### config.mk
export PLATFORM = sky130hd
export DESIGN_NAME = priority_ring_round_robin_scheduler_top
export DESIGN_NICKNAME = d
export VERILOG_FILES = /design/src/hw/rtl/prrs_pkg.sv /design/src/hw/rtl/prrs_ram.sv /design/src/hw/rtl/prrs_ctrl.sv /design/src/hw/rtl/priority_ring_round_robin_scheduler_top.sv
export SDC_FILE = /design/constraint.sdc
export NUM_CORES = 1
export LEC_CHECK = 0
export ABC_AREA = 1
export CAP_MARGIN = 20
export CORE_ASPECT_RATIO = 1.75
export CORE_MARGIN = 2
export CORE_UTILIZATION = 40
export CTS_BUF_LIST = sky130_fd_sc_hd__clkbuf_2
export DETAILED_ROUTE_END_ITERATION = 10
export DONT_BUFFER_PORTS = 1
export MAX_ROUTING_LAYER = met4
export PLACE_DENSITY = 0.54
export RECOVER_POWER = 50
export SYNTH_ARGS = -nofsm -noshare
export SYNTH_HDL_FRONTEND = slang
export SYNTH_SLANG_ARGS = --single-unit
export TNS_END_PERCENT = 30
### constraint.sdc
create_clock -name clock -period 2.8 [get_ports clock]
set_input_delay 0.14 -clock clock [delete_from_list [all_inputs] [get_ports clock]]
set_output_delay 0.14 -clock clock [all_outputs]
set_load 0.02 [all_outputs]
### src/hw/rtl/prrs_pkg.sv
// Shared types and codes for the priority ring round-robin scheduler.
`default_nettype none
package prrs_pkg;

   localparam logic [1:0] OP_NEXT   = 2'd0;
   localparam logic [1:0] OP_ADD    = 2'd1;
   localparam logic [1:0] OP_REMOVE = 2'd2;

   localparam logic [2:0] ST_OK      = 3'd0;
   localparam logic [2:0] ST_EMPTY   = 3'd1;
   localparam logic [2:0] ST_FULL    = 3'd2;
   localparam logic [2:0] ST_PRESENT = 3'd3;
   localparam logic [2:0] ST_ABSENT  = 3'd4;

   typedef struct packed {
      logic [1:0] op;
      logic [3:0] task_id;
      logic [7:0] task_priority;
      logic       current_valid;
      logic [3:0] running_slot;
   } req_type;

   typedef struct packed {
      logic [3:0] chosen_slot;
      logic       next_valid;
      logic [2:0] status;
   } res_type;

endpackage
`default_nettype wire

### src/hw/rtl/prrs_ram.sv
// Generic single-write, single-read RAM with registered read data.
`default_nettype none
module prrs_ram #(
   parameter int WIDTH = 8,
   parameter int DEPTH = 16
) (
   input  wire logic                     clock,
   input  wire logic                     we,
   input  wire logic [$clog2(DEPTH)-1:0] waddr,
   input  wire logic [WIDTH-1:0]         wdata,
   input  wire logic                     re,
   input  wire logic [$clog2(DEPTH)-1:0] raddr,
   output logic      [WIDTH-1:0]         rdata
);

   logic [WIDTH-1:0] mem_ff [DEPTH];

   always_ff @(posedge clock) begin
      if (we) begin
         mem_ff[waddr] <= wdata;
      end
      if (re) begin
         rdata <= mem_ff[raddr];
      end
   end

endmodule
`default_nettype wire

### src/hw/rtl/prrs_ctrl.sv
// Sequencer for ring operations: get-next, walk, link and unlink with one shared priority compare.
`default_nettype none
module prrs_ctrl
   import prrs_pkg::*;
#(
   parameter int MAX_TASKS     = 16,
   parameter int PRIORITY_BITS = 8,
   localparam int SLOT_W = $clog2(MAX_TASKS),
   localparam int CNT_W  = $clog2(MAX_TASKS + 1)
) (
   input  wire logic                     clock,
   input  wire logic                     reset,
   input  wire logic                     start,
   input  wire req_type                  req,
   input  wire logic                     out_free,
   output logic                          done,
   output res_type                       res,
   output logic                          rd_re,
   output logic [SLOT_W-1:0]             rd_addr,
   input  wire logic [SLOT_W-1:0]        succ_rd,
   input  wire logic [SLOT_W-1:0]        pred_rd,
   input  wire logic [PRIORITY_BITS-1:0] prio_rd,
   output logic                          succ_we,
   output logic [SLOT_W-1:0]             succ_waddr,
   output logic [SLOT_W-1:0]             succ_wdata,
   output logic                          pred_we,
   output logic [SLOT_W-1:0]             pred_waddr,
   output logic [SLOT_W-1:0]             pred_wdata,
   output logic                          prio_we,
   output logic [SLOT_W-1:0]             prio_waddr,
   output logic [PRIORITY_BITS-1:0]      prio_wdata
);

   localparam logic [3:0] S_IDLE    = 4'd0;
   localparam logic [3:0] S_DECODE  = 4'd1;
   localparam logic [3:0] S_WALK    = 4'd2;
   localparam logic [3:0] S_LINK1   = 4'd3;
   localparam logic [3:0] S_LINK2   = 4'd4;
   localparam logic [3:0] S_LINK3   = 4'd5;
   localparam logic [3:0] S_RM_RD   = 4'd6;
   localparam logic [3:0] S_NEXT_RD = 4'd7;
   localparam logic [3:0] S_FIN     = 4'd8;

   logic [3:0]           state_ff, state_in;
   logic [SLOT_W-1:0]    n_ff, n_in;
   logic [SLOT_W-1:0]    p_ff, p_in;
   logic [SLOT_W-1:0]    head_ff, head_in;
   logic [CNT_W-1:0]     count_ff, count_in;
   logic [MAX_TASKS-1:0] in_ring_ff, in_ring_in;
   res_type              res_ff, res_in;

   logic                     id_ok, cur_ok, prio_le;
   logic [SLOT_W-1:0]        id_s, cur_s;
   logic [PRIORITY_BITS-1:0] prio_k;

   assign id_ok   = 9'(req.task_id) < 9'(MAX_TASKS);
   assign cur_ok  = 9'(req.running_slot) < 9'(MAX_TASKS);
   assign id_s    = SLOT_W'(req.task_id);
   assign cur_s   = SLOT_W'(req.running_slot);
   assign prio_k  = PRIORITY_BITS'(req.task_priority);
   // shared compare unit
   assign prio_le = prio_rd <= prio_k;

   assign res  = res_ff;
   assign done = (state_ff == S_FIN) && out_free;

   always_comb begin
      state_in   = state_ff;
      n_in       = n_ff;
      p_in       = p_ff;
      head_in    = head_ff;
      count_in   = count_ff;
      in_ring_in = in_ring_ff;
      res_in     = res_ff;
      rd_re      = 1'b0;
      rd_addr    = n_ff;
      succ_we    = 1'b0;
      succ_waddr = id_s;
      succ_wdata = id_s;
      pred_we    = 1'b0;
      pred_waddr = id_s;
      pred_wdata = id_s;
      prio_we    = 1'b0;
      prio_waddr = id_s;
      prio_wdata = prio_k;
      case (state_ff)
         S_IDLE: begin
            if (start) begin
               state_in = S_DECODE;
            end
         end
         S_DECODE: begin
            res_in   = '{chosen_slot: 4'd0, next_valid: 1'b0, status: ST_OK};
            state_in = S_FIN;
            case (req.op)
               OP_NEXT: begin
                  if (count_ff == '0) begin
                     res_in.status = ST_EMPTY;
                  end else if (!req.current_valid) begin
                     res_in.chosen_slot = 4'(head_ff);
                     res_in.next_valid  = 1'b1;
                  end else if (!cur_ok || !in_ring_ff[cur_s]) begin
                     res_in.status = ST_ABSENT;
                  end else begin
                     rd_re    = 1'b1;
                     rd_addr  = cur_s;
                     state_in = S_NEXT_RD;
                  end
               end
               OP_ADD: begin
                  if (!id_ok) begin
                     res_in.status = ST_FULL;
                  end else if (in_ring_ff[id_s]) begin
                     res_in.status = ST_PRESENT;
                  end else if (count_ff == CNT_W'(MAX_TASKS)) begin
                     res_in.status = ST_FULL;
                  end else begin
                     prio_we           = 1'b1;
                     in_ring_in[id_s]  = 1'b1;
                     if (count_ff == '0) begin
                        head_in  = id_s;
                        succ_we  = 1'b1;
                        pred_we  = 1'b1;
                        count_in = CNT_W'(1);
                     end else begin
                        rd_re    = 1'b1;
                        rd_addr  = head_ff;
                        n_in     = head_ff;
                        state_in = S_WALK;
                     end
                  end
               end
               OP_REMOVE: begin
                  if (!id_ok || !in_ring_ff[id_s]) begin
                     res_in.status = ST_ABSENT;
                  end else begin
                     in_ring_in[id_s] = 1'b0;
                     if (count_ff == CNT_W'(1)) begin
                        count_in = '0;
                     end else begin
                        rd_re    = 1'b1;
                        rd_addr  = id_s;
                        state_in = S_RM_RD;
                     end
                  end
               end
               default: begin
               end
            endcase
         end
         S_WALK: begin
            if (prio_le) begin
               state_in = S_LINK2;
            end else if (succ_rd == head_ff) begin
               n_in     = head_ff;
               state_in = S_LINK1;
            end else begin
               rd_re   = 1'b1;
               rd_addr = succ_rd;
               n_in    = succ_rd;
            end
         end
         S_LINK1: begin
            rd_re    = 1'b1;
            rd_addr  = n_ff;
            state_in = S_LINK2;
         end
         S_LINK2: begin
            p_in       = pred_rd;
            succ_we    = 1'b1;
            succ_wdata = n_ff;
            pred_we    = 1'b1;
            pred_wdata = pred_rd;
            state_in   = S_LINK3;
         end
         S_LINK3: begin
            succ_we    = 1'b1;
            succ_waddr = p_ff;
            pred_we    = 1'b1;
            pred_waddr = n_ff;
            count_in   = count_ff + CNT_W'(1);
            state_in   = S_FIN;
         end
         S_RM_RD: begin
            succ_we    = 1'b1;
            succ_waddr = pred_rd;
            succ_wdata = succ_rd;
            pred_we    = 1'b1;
            pred_waddr = succ_rd;
            pred_wdata = pred_rd;
            if (head_ff == id_s) begin
               head_in = succ_rd;
            end
            count_in = count_ff - CNT_W'(1);
            state_in = S_FIN;
         end
         S_NEXT_RD: begin
            res_in.chosen_slot = 4'(succ_rd);
            res_in.next_valid  = 1'b1;
            state_in           = S_FIN;
         end
         S_FIN: begin
            if (out_free) begin
               state_in = S_IDLE;
            end
         end
         default: begin
            state_in = S_IDLE;
         end
      endcase
   end

   always_ff @(posedge clock) begin
      if (reset) begin
         state_ff   <= S_IDLE;
         head_ff    <= '0;
         count_ff   <= '0;
         in_ring_ff <= '0;
      end else begin
         state_ff   <= state_in;
         head_ff    <= head_in;
         count_ff   <= count_in;
         in_ring_ff <= in_ring_in;
      end
      n_ff   <= n_in;
      p_ff   <= p_in;
      res_ff <= res_in;
   end

   a_count_matches: assert property (@(posedge clock) disable iff (reset)
      state_ff == S_IDLE |-> $countones(in_ring_ff) == int'(count_ff))
      else $error("ring count disagrees with membership bits");

   a_head_live: assert property (@(posedge clock) disable iff (reset)
      (state_ff == S_IDLE && count_ff != '0) |-> in_ring_ff[head_ff])
      else $error("head slot not in ring");

   a_walk_nonempty: assert property (@(posedge clock) disable iff (reset)
      state_ff == S_WALK |-> count_ff != '0)
      else $error("walk on empty ring");

   a_start_idle: assert property (@(posedge clock) disable iff (reset)
      start |-> state_ff == S_IDLE)
      else $error("transaction started while busy");

endmodule
`default_nettype wire

### src/hw/rtl/priority_ring_round_robin_scheduler_top.sv
// Top level of the priority ring round-robin scheduler: handshakes, link and priority RAMs.
//
// channel  dir  handshake            payload
// req      in   req_valid/req_ready  op, task_id, task_priority, current_valid, running_slot
// rsp      out  rsp_valid/rsp_ready  chosen_slot, next_valid, status
//
// One transaction at a time; req_ready is low from acceptance until the result is registered.
// The insertion walk for add reads one ring entry per cycle through the shared read port of
// the link and priority RAMs.
// A result waiting on rsp_ready holds the sequencer in its final state.
// Synchronous reset empties the ring; link and priority RAMs are not cleared.
`default_nettype none
module priority_ring_round_robin_scheduler_top
   import prrs_pkg::*;
#(
   parameter int MAX_TASKS     = 16,
   parameter int PRIORITY_BITS = 8
) (
   input  wire logic       clock,
   input  wire logic       reset,
   input  wire logic       req_valid,
   output logic            req_ready,
   input  wire logic [1:0] req_op,
   input  wire logic [3:0] req_task_id,
   input  wire logic [7:0] req_task_priority,
   input  wire logic       req_current_valid,
   input  wire logic [3:0] req_running_slot,
   output logic            rsp_valid,
   input  wire logic       rsp_ready,
   output logic [3:0]      rsp_chosen_slot,
   output logic            rsp_next_valid,
   output logic [2:0]      rsp_status
);

   localparam int SLOT_W = $clog2(MAX_TASKS);

   logic    busy_ff, busy_in;
   logic    start_ff, start_in;
   req_type req_ff;
   logic    rsp_valid_ff, rsp_valid_in;
   res_type rsp_ff;
   logic    accept, out_free, done;
   res_type res;

   logic                     rd_re;
   logic [SLOT_W-1:0]        rd_addr, succ_rd, pred_rd;
   logic [PRIORITY_BITS-1:0] prio_rd;
   logic                     succ_we, pred_we, prio_we;
   logic [SLOT_W-1:0]        succ_waddr, succ_wdata, pred_waddr, pred_wdata, prio_waddr;
   logic [PRIORITY_BITS-1:0] prio_wdata;

   assign req_ready       = !busy_ff;
   assign accept          = req_valid && req_ready;
   assign out_free        = !rsp_valid_ff || rsp_ready;
   assign rsp_valid       = rsp_valid_ff;
   assign rsp_chosen_slot = rsp_ff.chosen_slot;
   assign rsp_next_valid  = rsp_ff.next_valid;
   assign rsp_status      = rsp_ff.status;

   always_comb begin
      start_in     = accept;
      busy_in      = busy_ff;
      rsp_valid_in = rsp_valid_ff;
      if (accept) begin
         busy_in = 1'b1;
      end else if (done) begin
         busy_in = 1'b0;
      end
      if (done) begin
         rsp_valid_in = 1'b1;
      end else if (rsp_ready) begin
         rsp_valid_in = 1'b0;
      end
   end

   always_ff @(posedge clock) begin
      if (reset) begin
         busy_ff      <= 1'b0;
         start_ff     <= 1'b0;
         rsp_valid_ff <= 1'b0;
      end else begin
         busy_ff      <= busy_in;
         start_ff     <= start_in;
         rsp_valid_ff <= rsp_valid_in;
      end
      if (accept) begin
         req_ff <= '{op: req_op, task_id: req_task_id, task_priority: req_task_priority,
                     current_valid: req_current_valid, running_slot: req_running_slot};
      end
      if (done) begin
         rsp_ff <= res;
      end
   end

   prrs_ctrl #(
      .MAX_TASKS     (MAX_TASKS),
      .PRIORITY_BITS (PRIORITY_BITS)
   ) u_ctrl (
      .clock      (clock),
      .reset      (reset),
      .start      (start_ff),
      .req        (req_ff),
      .out_free   (out_free),
      .done       (done),
      .res        (res),
      .rd_re      (rd_re),
      .rd_addr    (rd_addr),
      .succ_rd    (succ_rd),
      .pred_rd    (pred_rd),
      .prio_rd    (prio_rd),
      .succ_we    (succ_we),
      .succ_waddr (succ_waddr),
      .succ_wdata (succ_wdata),
      .pred_we    (pred_we),
      .pred_waddr (pred_waddr),
      .pred_wdata (pred_wdata),
      .prio_we    (prio_we),
      .prio_waddr (prio_waddr),
      .prio_wdata (prio_wdata)
   );

   prrs_ram #(.WIDTH(SLOT_W), .DEPTH(MAX_TASKS)) u_succ_ram (
      .clock (clock),
      .we    (succ_we),
      .waddr (succ_waddr),
      .wdata (succ_wdata),
      .re    (rd_re),
      .raddr (rd_addr),
      .rdata (succ_rd)
   );

   prrs_ram #(.WIDTH(SLOT_W), .DEPTH(MAX_TASKS)) u_pred_ram (
      .clock (clock),
      .we    (pred_we),
      .waddr (pred_waddr),
      .wdata (pred_wdata),
      .re    (rd_re),
      .raddr (rd_addr),
      .rdata (pred_rd)
   );

   prrs_ram #(.WIDTH(PRIORITY_BITS), .DEPTH(MAX_TASKS)) u_prio_ram (
      .clock (clock),
      .we    (prio_we),
      .waddr (prio_waddr),
      .wdata (prio_wdata),
      .re    (rd_re),
      .raddr (rd_addr),
      .rdata (prio_rd)
   );

endmodule
`default_nettype wire
### Word-level counts from Yosys, hierarchy flattened

Memory sizes are Yosys's and may differ from the RTL's. A register that Yosys moved wholly into a read port is not among the register bits.
Cells that the tools add are included.

| word-level totals | value |
|---|---|
| output and inout port bits | 10 |
| logic and storage cells | 185 |
| memories kept | 3 |
| bits in read-only memories | 0 |
| flip-flop bits (word level) | 75 |
| RAM bits | 256 |
| bits of input ports | 23 |
| latch bits | 0 |

| operators by class | value |
|---|---|
| shift operators | 0 |
| bitwise operators | 3 |
| $lt $le $gt $ge | 4 |
| reduce and logical (&&, ||, !) cells | 24 |
| add/subtract/negate cells | 2 |
| multipliers | 0 |
| equal/unequal tests | 32 |
| divide/modulo/power cells | 0 |
| mux-type cells | 97 |

Memories:

| memory | depth | bits a word | rd ports | clocked after Yosys merged registers in | write ports | RTL line | source |
|---|---|---|---|---|---|---|---|
| u_prio_ram.mem_ff | 16 | 8 | 1 | 1 | 1 | prrs_ram.sv:16 | `logic [WIDTH-1:0] mem_ff [DEPTH];` |
| u_pred_ram.mem_ff | 16 | 4 | 1 | 1 | 1 | prrs_ram.sv:16 |  |
| u_succ_ram.mem_ff | 16 | 4 | 1 | 1 | 1 | prrs_ram.sv:16 |  |

Operators with widths:

| cell | count |
|---|---|
| two-way mux 4 bit | 31 |
| two-way mux 16 bit | 3 |
| case mux 4 bit (2 select lines) | 6 |
| two-way mux 5 bit | 8 |
| case mux 16 bit (2 select lines) | 1 |
| two-way mux 1 bit | 29 |
| case mux 4 bit (7 select lines) | 1 |
| case mux 4 bit (3 select lines) | 2 |
| case mux 5 bit (2 select lines) | 2 |
| bitwise AND 16 bit | 1 |
| equality test 4 x 3 -> 1 bit, second input constant | 4 |
| inverter 16 bit | 1 |
| OR 16 bit | 1 |
| two-way mux 3 bit | 5 |
| case mux 5 bit (3 select lines) | 1 |
| != test 2 bit, second input constant | 7 |
| nonzero test 2 bit | 6 |
| less-than comparator 4 x 5 -> 1 bit, second input constant | 2 |
| != test 3 x 2 -> 1 bit, second input constant | 3 |
| != test 3 bit, second input constant | 3 |
| case mux 3 bit (3 select lines) | 1 |
| binary-select mux 1 bit (select 4 bit) | 2 |
| equality test 4 x 2 -> 1 bit, second input constant | 2 |
| equality test 4 bit | 2 |
| other kinds (29) | 38 |

### Longest topological paths before layout

| depth | value |
|---|---|
| depth after elaboration | 8 |
| mapped depth | 25 |
| depth with buffers taken out | 23 |

### By module

A second synthesis with hierarchy kept.

| unflattened totals | value |
|---|---|
| cell total of the unflattened synthesis | 1815 |
| area, all modules | 16842.4 sq um |

Modules (own cells, without submodules):

| module | area each (sq um) | sequential area each (sq um) | instances | cells an instance |
|---|---|---|---|---|
| prrs_ram (u_pred_ram ...) | 3006.6 | 2042.0 | 2 | 290 |
| prrs_ram (u_prio_ram) | 5846.9 | 4083.9 | 1 | 551 |
| prrs_ctrl | 4061.4 | 1061.0 | 1 | 642 |
| priority_ring_round_robin_scheduler_top | 920.9 | 870.8 | 1 | 42 |

### Worst setup path after synthesis

No wires, ideal clock.

| timing | value |
|---|---|
| path kind | register -> register |
| start point | register req_ff[12] (netlist name) |
| end point | register u_succ_ram.rdata[0] (read register of u_succ_ram.mem_ff), data pin |
| path slack | 0.029 ns |
| library setup time | 0.253 ns |
| required time | 2.547 ns |
| period minus slack after synthesis | 2.771 ns |
| stages on the path, launching flop included | 19 |
| arrival | 2.518 ns |
| path buffers | 2 |
| cell sequence | edfxtp_1 inv_1 ha_1 nand2_1 o21a_1 a21boi_1 nand2_1 inv_2 nand2_1 a21oi_1 nand2_2 nand2_2 buf_6 buf_4 nand2_1 nand3_1 nand3_1 nand3_1 nand2_1 |

| on the way | value |
|---|---|
| longest elaborated chain between the ends | 3 |
| elaborated cells between the ends (all ways) | 5 |
| classes of those cells | order compare (1); mux (4) |

RTL lines:

| item | RTL line | source |
|---|---|---|
| start: declaration | priority_ring_round_robin_scheduler_top.sv:39 | `req_type req_ff;` |
| start signal: assignment | priority_ring_round_robin_scheduler_top.sv:87 | `req_ff <= '{op: req_op, task_id: req_task_id, task_priority: req_task_priority,` |
| <= comparator 8 bit (*) | prrs_ctrl.sv:62 | `assign prio_le = prio_rd <= prio_k;` |
| two-way mux 1 bit / two-way mux 4 bit (equally long branches) | prrs_ctrl.sv:152 | `if (prio_le) begin` |
| case mux 1 bit (3 select lines) / case mux 4 bit (2 select lines) (equally long branches) | prrs_ctrl.sv:86 | `case (state_ff)` |
| end: declaration | prrs_ram.sv:13 | `output logic [WIDTH-1:0] rdata` |

Mark *: on every way between the ends. The rest lies on a longest branch, timed or not.
A chain may end at the register's enable or synchronous reset.

### Worst setup path after layout

| timing | value |
|---|---|
| start point | register u_prio_ram.rdata[7] (read register of u_prio_ram.mem_ff) |
| end point | register u_succ_ram.rdata[0] (read register of u_succ_ram.mem_ff), data pin |

| on the way | value |
|---|---|
| longest elaborated chain between the ends | 3 |
| elaborated cells between the ends (all ways) | 5 |
| classes of those cells | order compare (1); mux (4) |

RTL lines:

| item | RTL line |
|---|---|
| start: declaration | prrs_ram.sv:13 |
| <= comparator 8 bit (*) | prrs_ctrl.sv:62 |
| two-way mux 1 bit / two-way mux 4 bit (equally long branches) | prrs_ctrl.sv:152 |
| case mux 1 bit (3 select lines) / case mux 4 bit (2 select lines) (equally long branches) | prrs_ctrl.sv:86 |

Marks and branches as above.

==> impl_metrics.yaml <==
worst_setup_path:
  crit_top_cell: "nand2_1"
  end_kind: "flip-flop"
  cp.required_ns: 3.50
  reg2reg_slack_ns: -0.20
  cp_max_fo: 8
  crit_type: "flip-flop to flip-flop"
  cp_data_arrival_time_ns: 3.70
  critPathSlowestCell: "edfxtp_1"
  path_cells: "ha_1 -> nand2_1 -> nor2_2 -> nand2_1 -> a21boi_4 -> nand2_2 -> inv_2 -> nand2_1 -> a21oi_4 -> nand2_8 -> nand2_8 -> buf_12 -> buf_12 -> nand2_1 -> nand3_2 -> nand3_2 -> nand3_2 -> nand2_2"
  slowest_delay_ns: 0.44
  critPathLaunchType: "flip-flop"
cells_and_area:
  final_nets: 2054
  final_area_sq_mm: 0.0215
  area_growth_pct: 30.7
  drive_gt1_frac: 0.288
  fin_util: 0.528
power:
  power_mw: 13.2
  p_leak_nw: 9.10
  max-vdd-ir-drop_mv: 0.425
  power.density_mw_per_mm2: 612
clock_tree:
  clock_path_buffers: 3
  insertion_delay_ns: 1.01
  tritoncts: "built"
  htree_levels: 3
  cts_sinks: 347
  clk_pin_slew_ns: 0.13
  cts_buffers: 78
  cts_root_buf: "clkbuf_2"
synthesis:
  synth_xor_area_frac: 0.00266
  synth_seq_cells: 347
  syn_avg_cell_area_sq_um: 9.55
  synth-edff-count: 315
  yosys.area_share.adder: 0.0122
  syn-num-nets: 1762
  synth.distinct_cells: 40
  ys_async_sr_fraction: 0
  synthMuxAreaShare: 0
  yosys.area.top_type: "edfxtp_1"
  dominantRegCellSynth: "edfxtp_1"
  yosys_warnings: 0
  netlist.area_leader.share: 0.575
  synth.top_cells.by_area: "edfxtp_1 57%, nand3_1 10%, nand2_1 9.5%, inv_1 5.3%, dfxtp_1 3.9%"
  seq_area_frac_synth: 0.614
  netlist_instances: 1723
  yosys.area_share.simple: 0.241
  synth-compound-area-share: 0.0483
  netlist_area_sq_mm: 0.0165
  synth_top_family_by_area: "simple AND/OR/NAND/NOR gates"
sta:
  maxSlewViolCount: 0
  fmax_ghz: 0.333
  finalWorstSetupSlack_ns: -0.203
  min_period_over_period: 1.07
  fin_skew_ns: 0.102
  setup-violations-final: 16
  max-slew-margin-rel: 0.304
  grt_setup_unrepaired: "yes"
  min_period_ns: 3.00
  tns_ns: -2.27
  max_slew.worst_pin.slew_ns: 1.04
  final_hold_viol_count: 0
detailed_routing:
  highest_layer: "met4"
  avgRoutedWirePerCell_um: 20.3
  detail_route.first_pass.iterations: 5
  dr_wl_met3_um: 2620
  routed-wl-met2_um: 28800
  drt-total-wl_um: 53300
  remaining_drc_errors: 0
  avgViaCountPerCell: 5.23
  antenna_left: 0
  drt_iter0_drc: 918
  vias: 13737
  drt-met1-wl_um: 18600
global_route:
  grt_pass1_vias: 13727
  grt_max_degree: 57
  grt-ovfl-total: 0
  antenna_found_initial: 1
  track_usage: 0.247
  grt_first_pass_wirelength_um: 76800
floorplanning:
  fp.dieH_um: 272
  row_count: 98
  die_area_sq_mm: 0.0429
  io-pin-count: 33
  core_area_sq_mm: 0.0407
  initial_core_util: 0.404
  die_w_um: 157
job:
  max_cap_viol_count: 0
placed_design:
  portBuffers: 0
  hpwl_um: 33900
  placed_cell_area_sq_mm: 0.0184
  place_congestion: 0.963
  post-place-ws_ns: -0.473
outcome:
  violations: "negative setup slack"
  outcome: "finished with violations"
min_path:
  hold_path.class: "input pin to flip-flop"
[report_power, final]
group	internal (mW)	leakage (nW)	switching [mW]
logic	1.60	5.43	2.20
clock network	1.46	0.555	2.08
registers	5.78	3.11	0.0478
total	8.84	9.10	4.33
[logic make-up after synthesis]
family / after synthesis
AOI/OAI and AO/OA: 144
xor gates and xnor gates: 5
adders and majority gates: 16
buffers and inverters: 324
DFF: 347
and+or+nand+nor: 887
[registers in the layout (all words and copies together) (netlist names), 4 cells and up, named ones only]
register / cells
rsp_chosen_slot: 4
u_prio_ram.rdata: 8
u_ctrl.state_ff: 4
u_succ_ram.mem_ff: 64
u_ctrl.p_ff: 4
u_ctrl.res: 8
u_ctrl.head_ff: 4
u_pred_ram.rdata: 4
u_pred_ram.mem_ff: 64
req_ff: 19
u_ctrl.n_ff: 4
u_ctrl.count_ff: 5
u_succ_ram.rdata: 4
u_prio_ram.mem_ff: 128
[final timing paths]
check                                              startpoint                         endpoint  cells past startpoint
worst max-delay path            u_prio_ram.rdata[7]$_DFFE_PP_    u_succ_ram.rdata[0]$_DFFE_PP_                     18
worst min register to register        u_ctrl.res[6]$_DFFE_PP_     rsp_chosen_slot[2]$_DFFE_PP_                      0
worst min-delay path                                rsp_ready  u_ctrl.state_ff[3]$_SDFFE_PP0P_                      6
worst max register to register  u_prio_ram.rdata[7]$_DFFE_PP_    u_succ_ram.rdata[0]$_DFFE_PP_                     18
[per-layer routing]
metal | track usage | up-vias
li1 | - | 6433
met1 | 0.251 | 6634
met2 | 0.446 | 494
met3 | 0.0339 | 176
met4 | 0.146 | 0
met5 | - | -
[critical path: cells and delay by family (launching register included)]
kind | cells | cell delay (ns)
AO/OA/AOI/OAI | 2 | 0.40
adder cells (fa/ha/maj) | 1 | 0.32
AND/OR/NAND/NOR | 12 | 1.21
buffers and inverters | 3 | 0.37
flip-flops | 1 | 0.44
[metrics by stage]
stage	instances	hold slack [ns]
2_1_floorplan	1723	0.239
6_report	2625	0.117
5_1_grt	2625	0.0898
4_1_cts	2601	0.0114
3_5_place_dp	2384	0.213
3_3_place_gp	2384	0.213
[final cells by class]
class                      instances  area, sq um
antenna                            1         2.50
clock buffer                     100          500
clock inverter                    39          295
fill                            3774        19200
inverter                         244          933
multi-input combinational       1052         5970
sequential                       347        10100
tap                              550          688
timing repair buffer             292         3020
[synthesized netlist by cell type (16+ instances only)]
master	number
nand3_1	343
ha_1	16
nor2_1	69
clkbuf_1	21
o21ai_0	57
edfxtp_1	315
buf_2	35
inv_1	233
nand2_1	418
dfxtp_1	32
nand3b_1	17
a21oi_1	47
[what timing repair did]
action                                  CTS  global route
pin swaps                                63            50
resized for setup                       157           138
endpoints found under the setup margin   54           165
setup buffers                            27            17
gates cloned                              8            14
hold buffers                             44             0
endpoints found under the hold margin    78             0
[cells in the final DEF, fill, tap and decap left out, types with 5 or more instances in the layout]
| cell | n |
|---|---|
| a21oi_1 | 44 |
| buf_12 | 25 |
| buf_16 | 6 |
| buf_4 | 167 |
| buf_6 | 28 |
| bufinv_16 | 5 |
| clkbuf_1 | 8 |
| clkbuf_16 | 9 |
| clkbuf_2 | 100 |
| clkinv_1 | 24 |
| clkinv_2 | 8 |
| dfxtp_1 | 31 |
| dlygate4sd3_1 | 44 |
| edfxtp_1 | 315 |
| ha_1 | 16 |
| inv_1 | 233 |
| inv_2 | 8 |
| nand2_1 | 344 |
| nand2_2 | 69 |
| nand2_4 | 12 |
| nand3_1 | 245 |
| nand3_2 | 96 |
| nand3b_1 | 17 |
| nor2_1 | 50 |
| nor2_2 | 17 |
| nor2_4 | 9 |
| nor3_1 | 6 |
| o211ai_1 | 13 |
| o21ai_0 | 49 |
| o21ai_1 | 9 |
| o21ai_2 | 8 |
| o22ai_1 | 5 |
No activity file was read; power rests on OpenSTA's default activity.
